**src/hdl/shc_pkg.sv**
```systemverilog
// Package of types and constants for the sensor health classifier.
package shc_pkg;

  localparam int TIME_BITS = 40;
  localparam int NSRC      = 3;
  localparam int FLAG_W    = 14;
  localparam int CFG_IDX_W = 3;
  localparam int CFG_W     = 32;

  // Commands
  localparam logic [1:0] CMD_STORE = 2'd0;
  localparam logic [1:0] CMD_EVAL  = 2'd1;
  localparam logic [1:0] CMD_TICK  = 2'd2;

  // Sources
  localparam logic [1:0] SRC_IMU    = 2'd0;
  localparam logic [1:0] SRC_THRUST = 2'd1;
  localparam logic [1:0] SRC_ALT    = 2'd2;

  // Configuration register indexes
  localparam logic [CFG_IDX_W-1:0] CFG_SAMPLE_TIMEOUT = 3'd0;
  localparam logic [CFG_IDX_W-1:0] CFG_MAX_PERIOD     = 3'd1;
  localparam logic [CFG_IDX_W-1:0] CFG_MIN_ALTITUDE   = 3'd2;
  localparam logic [CFG_IDX_W-1:0] CFG_THRUST_FLOOR   = 3'd3;
  localparam logic [CFG_IDX_W-1:0] CFG_THRUST_CEILING = 3'd4;

  // Configuration reset values
  localparam logic [31:0]        RST_SAMPLE_TIMEOUT = 32'd500000;
  localparam logic [29:0]        RST_MAX_PERIOD     = 30'd0;
  localparam logic signed [31:0] RST_MIN_ALTITUDE   = 32'sd0;
  localparam logic signed [31:0] RST_THRUST_FLOOR   = 32'sd0;
  localparam logic signed [31:0] RST_THRUST_CEILING = 32'sd65536;

  // Timing limits
  localparam int unsigned        JUMP_US       = 50000;
  localparam logic signed [31:0] JUMP_NEG_US   = -32'sd50000;
  localparam logic [29:0]        PERIOD_CAP_US = 30'd1000000000;

  // Flag bit positions
  localparam int FLAG_IMU_MISSING    = 0;
  localparam int FLAG_THRUST_MISSING = 1;
  localparam int FLAG_ALT_MISSING    = 2;
  localparam int FLAG_TIME_JUMP      = 3;
  localparam int FLAG_IMU_STALE      = 4;
  localparam int FLAG_THRUST_STALE   = 5;
  localparam int FLAG_ALT_STALE      = 6;
  localparam int FLAG_RATE_LOW       = 7;
  localparam int FLAG_IMU_INVALID    = 8;
  localparam int FLAG_THRUST_INVALID = 9;
  localparam int FLAG_ALT_INVALID    = 10;
  localparam int FLAG_BELOW_ALT      = 11;
  localparam int FLAG_GROUND_HOLD    = 12;
  localparam int FLAG_SM_FAULT       = 13;

  typedef enum logic [1:0] {
    HS_SELF_CHECK = 2'd0,
    HS_GROUND     = 2'd1,
    HS_AIRBORNE   = 2'd2,
    HS_FAULT      = 2'd3
  } hstate_t;

endpackage

```
**src/hdl/shc_sample_if.sv**
```systemverilog
// Input channel interface: one command beat per handshake.
interface shc_sample_if;
  logic                           valid;
  logic                           ready;
  logic [1:0]                     cmd;
  logic [1:0]                     source_id;
  logic [shc_pkg::TIME_BITS-1:0]  sample_stamp_us;
  logic signed [31:0]             sample_period_us;
  logic signed [31:0]             sample_value;
  logic                           sample_finite;
  logic [shc_pkg::TIME_BITS-1:0]  now_us;
  logic                           fault_requested;
  logic                           thrust_masked;
  logic [1:0]                     est_state;

  modport source (
    output valid, cmd, source_id, sample_stamp_us, sample_period_us, sample_value,
           sample_finite, now_us, fault_requested, thrust_masked, est_state,
    input  ready
  );
  modport sink (
    input  valid, cmd, source_id, sample_stamp_us, sample_period_us, sample_value,
           sample_finite, now_us, fault_requested, thrust_masked, est_state,
    output ready
  );
endinterface

```
**src/hdl/shc_result_if.sv**
```systemverilog
// Result channel interface: one health result beat per handshake.
interface shc_result_if;
  logic                                valid;
  logic                                ready;
  logic [1:0]                          health_state;
  logic [shc_pkg::FLAG_W-1:0]          health_flags;
  logic                                ready_res;
  logic [shc_pkg::TIME_BITS-1:0]       source_stamp_us;
  logic                                post_transition;

  modport source (
    output valid, health_state, health_flags, ready_res, source_stamp_us,
           post_transition,
    input  ready
  );
  modport sink (
    input  valid, health_state, health_flags, ready_res, source_stamp_us,
           post_transition,
    output ready
  );
endinterface

```
**src/hdl/shc_cfg_if.sv**
```systemverilog
// Configuration write channel interface: register index and data per beat.
interface shc_cfg_if;
  logic                             valid;
  logic                             ready;
  logic [shc_pkg::CFG_IDX_W-1:0]    index;
  logic [shc_pkg::CFG_W-1:0]        data;

  modport source (output valid, index, data, input ready);
  modport sink   (input valid, index, data, output ready);
endinterface

```
**src/hdl/sensor_health_classifier.sv**
```systemverilog
// Top level of the sensor health classifier: sample store and health classification.
//
//  channel  | role   | beat contents
//  ---------+--------+-----------------------------------------------------------
//  sample   | sink   | cmd, source, stamp, period, value, finite, now, requests
//  result   | source | health state, flags, ready, thrust stamp, transition request
//  cfg      | sink   | register index and 32-bit write data, always ready
//
// An accepted beat loads the input register; from there the item passes through the
// classification logic into the result register, which drives the result beat. A new
// item is accepted every cycle unless a stalled result holds the input register; the
// 40-bit stamp subtract-and-compare per source sets the clock period. Store and
// unknown commands leave no result beat.
// Reset (synchronous, active high) empties both registers, forgets every stored
// sample and restores the register defaults. A stalled result holds an evaluate or
// tick item in the input register, dropping sample ready until the beat is taken.
module sensor_health_classifier (
  input  logic              clk,
  input  logic              rst,
  shc_sample_if.sink        sample,
  shc_result_if.source      result,
  shc_cfg_if.sink           cfg
);

  localparam int TB = shc_pkg::TIME_BITS;
  localparam int FW = shc_pkg::FLAG_W;

  typedef struct packed {
    logic [1:0]          cmd;
    logic [1:0]          source_id;
    logic [TB-1:0]       sample_stamp_us;
    logic signed [31:0]  sample_period_us;
    logic signed [31:0]  sample_value;
    logic                sample_finite;
    logic [TB-1:0]       now_us;
    logic                fault_requested;
    logic                thrust_masked;
    logic [1:0]          est_state;
  } item_t;

  // Configuration registers
  logic [31:0]        sample_timeout_us;
  logic [29:0]        max_period_us;
  logic signed [31:0] min_altitude_mm;
  logic signed [31:0] thrust_floor_q16;
  logic signed [31:0] thrust_ceiling_q16;

  // Per-source sample store
  logic               src_received [shc_pkg::NSRC];
  logic               src_finite   [shc_pkg::NSRC];
  logic [TB-1:0]      src_stamp    [shc_pkg::NSRC];
  logic signed [31:0] src_period   [shc_pkg::NSRC];
  logic signed [31:0] src_value    [shc_pkg::NSRC];

  // Input register
  logic  s1_valid;
  item_t s1;
  logic  s1_emits;
  logic  s1_adv;

  // Result register
  logic                  res_valid;
  shc_pkg::hstate_t      res_state;
  logic [FW-1:0]         res_flags;
  logic                  res_ready;
  logic [TB-1:0]         res_stamp;
  logic                  res_post;

  // Classification outputs
  shc_pkg::hstate_t      cls_state;
  logic [FW-1:0]         cls_flags;
  logic                  cls_ready;
  logic [TB-1:0]         cls_stamp;

  logic [shc_pkg::NSRC-1:0] ahead;
  logic [shc_pkg::NSRC-1:0] jump;
  logic [shc_pkg::NSRC-1:0] stale;
  logic [shc_pkg::NSRC-1:0] rate_low;
  logic [TB-1:0]            lead   [shc_pkg::NSRC];
  logic [TB-1:0]            age    [shc_pkg::NSRC];
  logic [29:0]              lim_cap;

  // ---------------------------------------------------------------------------
  // Configuration writes: always ready, unknown indexes dropped.
  // ---------------------------------------------------------------------------
  assign cfg.ready = 1'b1;

  always_ff @(posedge clk) begin
    if (rst) begin
      sample_timeout_us  <= shc_pkg::RST_SAMPLE_TIMEOUT;
      max_period_us      <= shc_pkg::RST_MAX_PERIOD;
      min_altitude_mm    <= shc_pkg::RST_MIN_ALTITUDE;
      thrust_floor_q16   <= shc_pkg::RST_THRUST_FLOOR;
      thrust_ceiling_q16 <= shc_pkg::RST_THRUST_CEILING;
    end else if (cfg.valid) begin
      unique case (cfg.index)
        shc_pkg::CFG_SAMPLE_TIMEOUT: sample_timeout_us  <= cfg.data;
        shc_pkg::CFG_MAX_PERIOD:     max_period_us      <= cfg.data[29:0];
        shc_pkg::CFG_MIN_ALTITUDE:   min_altitude_mm    <= $signed(cfg.data);
        shc_pkg::CFG_THRUST_FLOOR:   thrust_floor_q16   <= $signed(cfg.data);
        shc_pkg::CFG_THRUST_CEILING: thrust_ceiling_q16 <= $signed(cfg.data);
        default: ;
      endcase
    end
  end

  // ---------------------------------------------------------------------------
  // Handshake. The input register advances unless it holds a result-producing
  // item while the result register is full and stalled.
  // ---------------------------------------------------------------------------
  assign s1_emits = (s1.cmd == shc_pkg::CMD_EVAL) || (s1.cmd == shc_pkg::CMD_TICK);
  assign s1_adv   = s1_valid && (!s1_emits || !res_valid || result.ready);
  assign sample.ready = !s1_valid || s1_adv;

  always_ff @(posedge clk) begin
    if (rst) begin
      s1_valid <= 1'b0;
    end else if (sample.ready) begin
      s1_valid <= sample.valid;
    end
  end

  // Capture the beat into the input register.
  always_ff @(posedge clk) begin
    if (sample.valid && sample.ready) begin
      s1.cmd              <= sample.cmd;
      s1.source_id        <= sample.source_id;
      s1.sample_stamp_us  <= sample.sample_stamp_us;
      s1.sample_period_us <= sample.sample_period_us;
      s1.sample_value     <= sample.sample_value;
      s1.sample_finite    <= sample.sample_finite;
      s1.now_us           <= sample.now_us;
      s1.fault_requested  <= sample.fault_requested;
      s1.thrust_masked    <= sample.thrust_masked;
      s1.est_state        <= sample.est_state;
    end
  end

  // ---------------------------------------------------------------------------
  // Sample store. Stores land as the item leaves the input register, so the
  // next item in order already sees them. Source code three is dropped.
  // ---------------------------------------------------------------------------
  always_ff @(posedge clk) begin
    if (rst) begin
      for (int i = 0; i < shc_pkg::NSRC; i++) begin
        src_received[i] <= 1'b0;
        src_finite[i]   <= 1'b0;
      end
    end else if (s1_adv && s1.cmd == shc_pkg::CMD_STORE &&
                 s1.source_id < 2'(shc_pkg::NSRC)) begin
      src_received[s1.source_id] <= 1'b1;
      src_finite[s1.source_id]   <= s1.sample_finite;
    end
  end

  // Sample payload is only read once its source has been received.
  always_ff @(posedge clk) begin
    if (s1_adv && s1.cmd == shc_pkg::CMD_STORE &&
        s1.source_id < 2'(shc_pkg::NSRC)) begin
      src_stamp[s1.source_id]  <= s1.sample_stamp_us;
      src_period[s1.source_id] <= s1.sample_period_us;
      src_value[s1.source_id]  <= s1.sample_value;
    end
  end

  // ---------------------------------------------------------------------------
  // Per-source checks, all sources side by side.
  // ---------------------------------------------------------------------------
  assign lim_cap = (max_period_us > shc_pkg::PERIOD_CAP_US) ? shc_pkg::PERIOD_CAP_US
                                                            : max_period_us;

  always_comb begin
    for (int i = 0; i < shc_pkg::NSRC; i++) begin
      ahead[i] = src_stamp[i] > s1.now_us;
      lead[i]  = src_stamp[i] - s1.now_us;
      age[i]   = s1.now_us - src_stamp[i];
      // Stamp far in the future or a strongly negative period
      jump[i]  = (ahead[i] && (lead[i] > TB'(shc_pkg::JUMP_US))) ||
                 (src_period[i] < shc_pkg::JUMP_NEG_US);
      // A stamp later than now is never stale
      stale[i] = !ahead[i] && (age[i] > TB'(sample_timeout_us));
      // Zero limit turns the rate test off; non-positive periods never trip it
      rate_low[i] = (max_period_us != 30'd0) && src_received[i] &&
                    (src_period[i] > 32'sd0) &&
                    ($unsigned(src_period[i]) > 32'(lim_cap));
    end
  end

  // ---------------------------------------------------------------------------
  // Priority classification: the first group that fires decides the result.
  // ---------------------------------------------------------------------------
  always_comb begin
    cls_state = shc_pkg::HS_SELF_CHECK;
    cls_flags = '0;
    cls_ready = 1'b0;
    cls_stamp = '0;
    if (s1.fault_requested) begin
      cls_state = shc_pkg::HS_FAULT;
      cls_flags[shc_pkg::FLAG_SM_FAULT] = 1'b1;
    end else if (!src_received[shc_pkg::SRC_IMU] || !src_received[shc_pkg::SRC_THRUST] ||
                 !src_received[shc_pkg::SRC_ALT]) begin
      cls_flags[shc_pkg::FLAG_IMU_MISSING]    = !src_received[shc_pkg::SRC_IMU];
      cls_flags[shc_pkg::FLAG_THRUST_MISSING] = !src_received[shc_pkg::SRC_THRUST];
      cls_flags[shc_pkg::FLAG_ALT_MISSING]    = !src_received[shc_pkg::SRC_ALT];
    end else if (|jump) begin
      cls_flags[shc_pkg::FLAG_TIME_JUMP] = 1'b1;
    end else if ((|stale) || (|rate_low)) begin
      cls_flags[shc_pkg::FLAG_IMU_STALE]    = stale[shc_pkg::SRC_IMU];
      cls_flags[shc_pkg::FLAG_THRUST_STALE] = stale[shc_pkg::SRC_THRUST];
      cls_flags[shc_pkg::FLAG_ALT_STALE]    = stale[shc_pkg::SRC_ALT];
      cls_flags[shc_pkg::FLAG_RATE_LOW]     = |rate_low;
    end else if (!src_finite[shc_pkg::SRC_IMU] || !src_finite[shc_pkg::SRC_ALT] ||
                 s1.thrust_masked || !src_finite[shc_pkg::SRC_THRUST] ||
                 (src_value[shc_pkg::SRC_THRUST] <= thrust_floor_q16) ||
                 (src_value[shc_pkg::SRC_THRUST] > thrust_ceiling_q16)) begin
      cls_flags[shc_pkg::FLAG_IMU_INVALID]    = !src_finite[shc_pkg::SRC_IMU];
      cls_flags[shc_pkg::FLAG_ALT_INVALID]    = !src_finite[shc_pkg::SRC_ALT];
      cls_flags[shc_pkg::FLAG_THRUST_INVALID] =
        s1.thrust_masked || !src_finite[shc_pkg::SRC_THRUST] ||
        (src_value[shc_pkg::SRC_THRUST] <= thrust_floor_q16) ||
        (src_value[shc_pkg::SRC_THRUST] > thrust_ceiling_q16);
    end else if (src_value[shc_pkg::SRC_ALT] < min_altitude_mm) begin
      // Below minimum altitude: hold on ground
      cls_state = shc_pkg::HS_GROUND;
      cls_flags[shc_pkg::FLAG_BELOW_ALT]   = 1'b1;
      cls_flags[shc_pkg::FLAG_GROUND_HOLD] = 1'b1;
    end else begin
      cls_state = shc_pkg::HS_AIRBORNE;
      cls_ready = 1'b1;
      cls_stamp = src_stamp[shc_pkg::SRC_THRUST];
    end
  end

  // ---------------------------------------------------------------------------
  // Result register: load on a result-producing advance, clear once taken.
  // ---------------------------------------------------------------------------
  always_ff @(posedge clk) begin
    if (rst) begin
      res_valid <= 1'b0;
    end else if (s1_adv && s1_emits) begin
      res_valid <= 1'b1;
    end else if (result.ready) begin
      res_valid <= 1'b0;
    end
  end

  always_ff @(posedge clk) begin
    if (s1_adv && s1_emits) begin
      res_state <= cls_state;
      res_flags <= cls_flags;
      res_ready <= cls_ready;
      res_stamp <= cls_stamp;
      // Request a transition only on evaluate
      res_post  <= (s1.cmd == shc_pkg::CMD_EVAL) && (cls_state != s1.est_state);
    end
  end

  assign result.valid           = res_valid;
  assign result.health_state    = res_state;
  assign result.health_flags    = res_flags;
  assign result.ready_res       = res_ready;
  assign result.source_stamp_us = res_stamp;
  assign result.post_transition = res_post;

endmodule

```
**src/flat_wrapper.sv**
```systemverilog
// flat-port wrapper written by rule: the top's interface ports become plain ports
module sensor_health_classifier_flat 
  (clk, rst, sample_valid, sample_cmd, sample_source_id, sample_sample_stamp_us, sample_sample_period_us, sample_sample_value, sample_sample_finite, sample_now_us, sample_fault_requested, sample_thrust_masked, sample_est_state, sample_ready, result_valid, result_health_state, result_health_flags, result_ready_res, result_source_stamp_us, result_post_transition, result_ready, cfg_valid, cfg_index, cfg_data, cfg_ready);
  shc_sample_if sample_i ();
  shc_result_if result_i ();
  shc_cfg_if cfg_i ();
  input  logic clk;
  input  logic rst;
  input wire logic [$bits(sample_i.valid)-1:0] sample_valid;
  input wire logic [$bits(sample_i.cmd)-1:0] sample_cmd;
  input wire logic [$bits(sample_i.source_id)-1:0] sample_source_id;
  input wire logic [$bits(sample_i.sample_stamp_us)-1:0] sample_sample_stamp_us;
  input wire logic [$bits(sample_i.sample_period_us)-1:0] sample_sample_period_us;
  input wire logic [$bits(sample_i.sample_value)-1:0] sample_sample_value;
  input wire logic [$bits(sample_i.sample_finite)-1:0] sample_sample_finite;
  input wire logic [$bits(sample_i.now_us)-1:0] sample_now_us;
  input wire logic [$bits(sample_i.fault_requested)-1:0] sample_fault_requested;
  input wire logic [$bits(sample_i.thrust_masked)-1:0] sample_thrust_masked;
  input wire logic [$bits(sample_i.est_state)-1:0] sample_est_state;
  output wire logic [$bits(sample_i.ready)-1:0] sample_ready;
  output wire logic [$bits(result_i.valid)-1:0] result_valid;
  output wire logic [$bits(result_i.health_state)-1:0] result_health_state;
  output wire logic [$bits(result_i.health_flags)-1:0] result_health_flags;
  output wire logic [$bits(result_i.ready_res)-1:0] result_ready_res;
  output wire logic [$bits(result_i.source_stamp_us)-1:0] result_source_stamp_us;
  output wire logic [$bits(result_i.post_transition)-1:0] result_post_transition;
  input wire logic [$bits(result_i.ready)-1:0] result_ready;
  input wire logic [$bits(cfg_i.valid)-1:0] cfg_valid;
  input wire logic [$bits(cfg_i.index)-1:0] cfg_index;
  input wire logic [$bits(cfg_i.data)-1:0] cfg_data;
  output wire logic [$bits(cfg_i.ready)-1:0] cfg_ready;
  assign sample_i.valid = sample_valid;
  assign sample_i.cmd = sample_cmd;
  assign sample_i.source_id = sample_source_id;
  assign sample_i.sample_stamp_us = sample_sample_stamp_us;
  assign sample_i.sample_period_us = sample_sample_period_us;
  assign sample_i.sample_value = sample_sample_value;
  assign sample_i.sample_finite = sample_sample_finite;
  assign sample_i.now_us = sample_now_us;
  assign sample_i.fault_requested = sample_fault_requested;
  assign sample_i.thrust_masked = sample_thrust_masked;
  assign sample_i.est_state = sample_est_state;
  assign sample_ready = sample_i.ready;
  assign result_valid = result_i.valid;
  assign result_health_state = result_i.health_state;
  assign result_health_flags = result_i.health_flags;
  assign result_ready_res = result_i.ready_res;
  assign result_source_stamp_us = result_i.source_stamp_us;
  assign result_post_transition = result_i.post_transition;
  assign result_i.ready = result_ready;
  assign cfg_i.valid = cfg_valid;
  assign cfg_i.index = cfg_index;
  assign cfg_i.data = cfg_data;
  assign cfg_ready = cfg_i.ready;
  sensor_health_classifier u_core (.clk(clk), .rst(rst), .sample(sample_i), .result(result_i), .cfg(cfg_i));
endmodule
```
**config.mk**
```make
export PLATFORM = sky130hd
export DESIGN_NAME = sensor_health_classifier_flat
export DESIGN_NICKNAME = d
export VERILOG_FILES = /design/src/hdl/shc_pkg.sv /design/src/hdl/shc_sample_if.sv /design/src/hdl/shc_result_if.sv /design/src/hdl/shc_cfg_if.sv /design/src/hdl/sensor_health_classifier.sv /design/src/flat_wrapper.sv
export SDC_FILE = /design/constraint.sdc
export NUM_CORES = 2
export LEC_CHECK = 0
export BUFFER_PORTS_ARGS = -buffer_cell sky130_fd_sc_hd__buf_4
export CAP_MARGIN = 20
export CORE_ASPECT_RATIO = 0.9
export CORE_MARGIN = 2
export CORE_UTILIZATION = 45
export DETAILED_ROUTE_END_ITERATION = 10
export SYNTH_ARGS = -nofsm -noshare
export SYNTH_HDL_FRONTEND = slang
export SYNTH_SLANG_ARGS = --single-unit
```
**constraint.sdc**
```tcl
create_clock -name clk -period 25.2 [get_ports clk]
set_input_delay 7.56 -clock clk [delete_from_list [all_inputs] [get_ports clk]]
set_output_delay 7.56 -clock clk [all_outputs]
set_load 0.1 [all_outputs]
```
==> impl_results.md <==
* Crit path from: result_ready
* Most frequent CP cell: buf_4
* Worst Setup Path Type: primary input to output pin
* Syn Area/Cell at between 9 and 10 sq um
* Most common cell after layout, fill and taps aside: nand2_1
* Area Overhead vs Synth at 12.91%
* Max-slew violation count at 0
* Crit path to: sample_ready
* Largest net degree at the start of global routing at 87
* Status: finished clean
* HPWL after DPL at between 100 and 150 mm
* PnR worst setup slack at just over 9 ns
* Static Leakage at about 0.018 uW
* #FFs+latches synth at 656
* Worst-Margin Slew at 1.151 ns
* CTS tree: done
* Total GRT Usage at between 30% and 40%
* WHS Path Cells at 0
* Worst-path maximum fanout at 5
* Clk_lat worst skew at roughly 0.68 ns
* Root Driver: clkbuf_16
* Layout cells sized above 1 at 9.416%
* Routed vias at roughly 37000
* Total CTS buffers at 73
* Mapped Cells at roughly 4500
* Die width at between 300 and 400 microns
* Worst Clk Skew at between 0.05 and 0.06 ns
* WL/cell at between 20 and 30 microns
* Vias per inst at approximately 6.2
* Endpoints failing hold at 0
* DIE AREA at slightly below 100000 sq um
* Reg clk slew, reported paths at roughly 0.06 ns
* Slowest stage delay, CP at approximately 0.43 ns
* Reg-to-reg slack, setup at around 16 ns
* RSZ-0062 raised after global routing: false
* Die height at 295.2 microns
* # setup viols final at 0
* Nets at around 5400
* Post-synth EDFFs at around 490
* Core area at between 90000 and 100000 sq um
* Number of global-route vias before repair at between 30000 and 40000
* Pwr/cell area at 57.17 nW/um^2
* DRC at 0
* Fmax at between 0.06 and 0.07 GHz
* YS warnings at 0
* First-pass GRT wire length at 236.3 mm
* Initial antenna violation count at 3
* Initial DRC Count at 4509
* Antenna Nets Post-Route at 0
* Most frequent cells in the layout: 559 x nand2_1, 548 x a21oi_1, 520 x ha_1, 493 x edfxtp_1, 340 x inv_1
* Async S/R FF share, synth at 0%
* Port Buf Inserts at roughly 250
* HP Class: register to register
* Sequential share of the synthesized area at 42.61%
* Syn Nets at ~5200
* Initial core utilization at a little under half
* Clock Path Buffers at 3
* Synth Cell Area at 42400 sq um
* Slowest cell on crit path: nor2b_1
* Number of clock sinks at around 660
* Total routed wirelength at 165.8 mm
* Number of H-tree levels at 3
* PostCTS Resize Cnt at 0
* Ports at between 200 and 300
* Postcts setup bufs at 0
* WP data arrival at between 8 and 9 ns
* MaxCap Viol Count at 0
* Fin crit share at between 60% and 70%
* R2R depth at 22
* TritonRoute pass-1 iters at 6
* Unique cell type count in the Yosys netlist at 85
* CP cell instances: buf_4 -> nor2b_1 -> nand3_1 -> buf_4
* Critical Path RT at approximately 18 ns
* FF-to-FF Start: u_core.s1[6]$_DFFE_PP_
* Top FF cell, synth: edfxtp_1
* R2r endpoint: u_core.result.source_stamp_us[17]$_SDFFCE_PP0P_
* Minimum clock period at ~16 ns
* CP startpoint kind: primary input
* Peak VDD IR at between 50 and 60 uV
* Crit path capture type: output pin
* Hold-fix buffers, CTS at 0
* Fin Setup TNS at 0 ns
* Routability cong. at slightly above 1
* Site Rows at between 100 and 150
* Pre-CTS WS at roughly 9 ns
* Max transition margin at 22.45%
* Grt total ovfl at 0
-- worst max-delay path, delay by kind of cell --
kind	cells	cell delay, ns
buffers and inverters	2	0.37
AND/OR/NAND/NOR	2	0.60
-- Yosys cell counts (11+ instances only) --
master / count / area (sq um)
a21boi_0: 11 / 82.58
clkbuf_1: 130 / 488.0
nor3_1: 65 / 325.3
o221ai_1: 12 / 105.1
a211oi_1: 37 / 277.8
and3_1: 11 / 68.82
o211ai_1: 35 / 262.8
a31oi_1: 31 / 193.9
dfxtp_1: 163 / 3263
buf_2: 35 / 175.2
nand3_1: 47 / 235.2
nor4_1: 93 / 581.8
or4_1: 11 / 82.58
o22ai_1: 15 / 93.84
a211o_1: 15 / 131.4
edfxtp_1: 493 / 14800
nand2b_1: 24 / 150.1
o21bai_1: 37 / 277.8
nand2_1: 559 / 2098
a221oi_1: 11 / 96.34
or3_1: 16 / 100.1
nand4_1: 150 / 938.4
o21ai_0: 238 / 1191
xor2_1: 81 / 709.4
nor2_1: 248 / 930.9
inv_1: 341 / 1280
o21a_1: 47 / 352.8
ha_1: 520 / 6506
o31ai_1: 22 / 165.2
a21o_1: 103 / 773.2
mux2i_1: 11 / 110.1
nor2b_1: 38 / 237.7
xnor2_1: 109 / 954.7
a21oi_1: 548 / 2743
-- registers in the layout, summed over array words and instances (netlist names) --
register / cells
u_core.max_period_us: 30
u_core.result.health_state: 2
u_core.result.valid: 1
u_core.result.source_stamp_us: 40
u_core.src_finite: 3
u_core.s1: 153
u_core.thrust_floor_q16: 32
u_core.thrust_ceiling_q16: 32
u_core.src_received: 3
u_core.src_value: 64
u_core.src_stamp: 120
u_core.result.ready_res: 1
u_core.src_period: 96
u_core.result.health_flags: 13
u_core.min_altitude_mm: 32
u_core.s1_valid: 1
u_core.sample_timeout_us: 32
u_core.result.post_transition: 1
-- routing by layer --
layer  vias up  part of all wire (%)  global-route usage, %
li1      16720                     -                      -
met1     18040                    47                  52.07
met2      1780                    40                  46.34
met3       231                    10                  7.542
met4         2                   2.5                  8.492
met5         -                0.0078                      0
-- stage by stage --
step           hold slack (ns)  instance area (sq um)  cells  power, uW  util (%)
6_report                0.4336                  47870   5972       2737     51.42
5_1_grt                 0.4451                  47860   5968       2828     51.41
4_1_cts                 0.4439                  47840   5967       2744     51.38
3_5_place_dp            0.4315                  45400   5832       1649     48.76
3_3_place_gp            0.4248                  45390   5831       1648     48.75
2_1_floorplan           0.4215                  42400   4488       1494         -
-- how the worst min path moves through the flow --
stage	from	to	slack, ns
after detailed placement	u_core.s1[51]$_DFFE_PP_	u_core.src_value[1][6]$_DFFE_PP_	0.43
after global placement	u_core.s1[76]$_DFFE_PP_	u_core.src_value[2][31]$_DFFE_PP_	0.42
after CTS	u_core.s1[69]$_DFFE_PP_	u_core.src_value[1][24]$_DFFE_PP_	0.44
after floorplan	u_core.s1[45]$_DFFE_PP_	u_core.src_value[1][0]$_DFFE_PP_	0.42
final	u_core.s1[69]$_DFFE_PP_	u_core.src_value[1][24]$_DFFE_PP_	0.43
after global routing	u_core.s1[69]$_DFFE_PP_	u_core.src_value[1][24]$_DFFE_PP_	0.45
-- final cells by class --
type	instances	area, sq um
Clock buffer	91	1926
Tap cell	1242	1554
Multi-Input combinational cell	3311	22370
Antenna cell	4	10.01
Clock inverter	44	510.5
Fill cell	8727	45230
Inverter	341	1282
Timing Repair Buffer	283	2152
Sequential cell	656	18070
-- power breakdown --
group          switching [uW]  internal, uW  leakage [uW]  total, uW
Combinational             279           139        0.0111        418
Clock                     488           609       0.00117       1100
Sequential               30.6          1190       0.00586       1220
Total                     798          1940        0.0181       2740
-- cell families after synthesis --
| kind of cell | count (synthesis) | synth area share [%] |
|---|---|---|
| compound gates | 1255 | 17.86 |
| xor+xnor | 190 | 3.925 |
| fa+ha+maj | 526 | 15.63 |
| buf+inv | 521 | 4.795 |
| flops | 656 | 42.61 |
| mux | 14 | 0.3394 |
| other cells | 1 | 0.008844 |
| simple gates | 1325 | 14.83 |
Note: power is estimated with default switching activity, not from simulation.
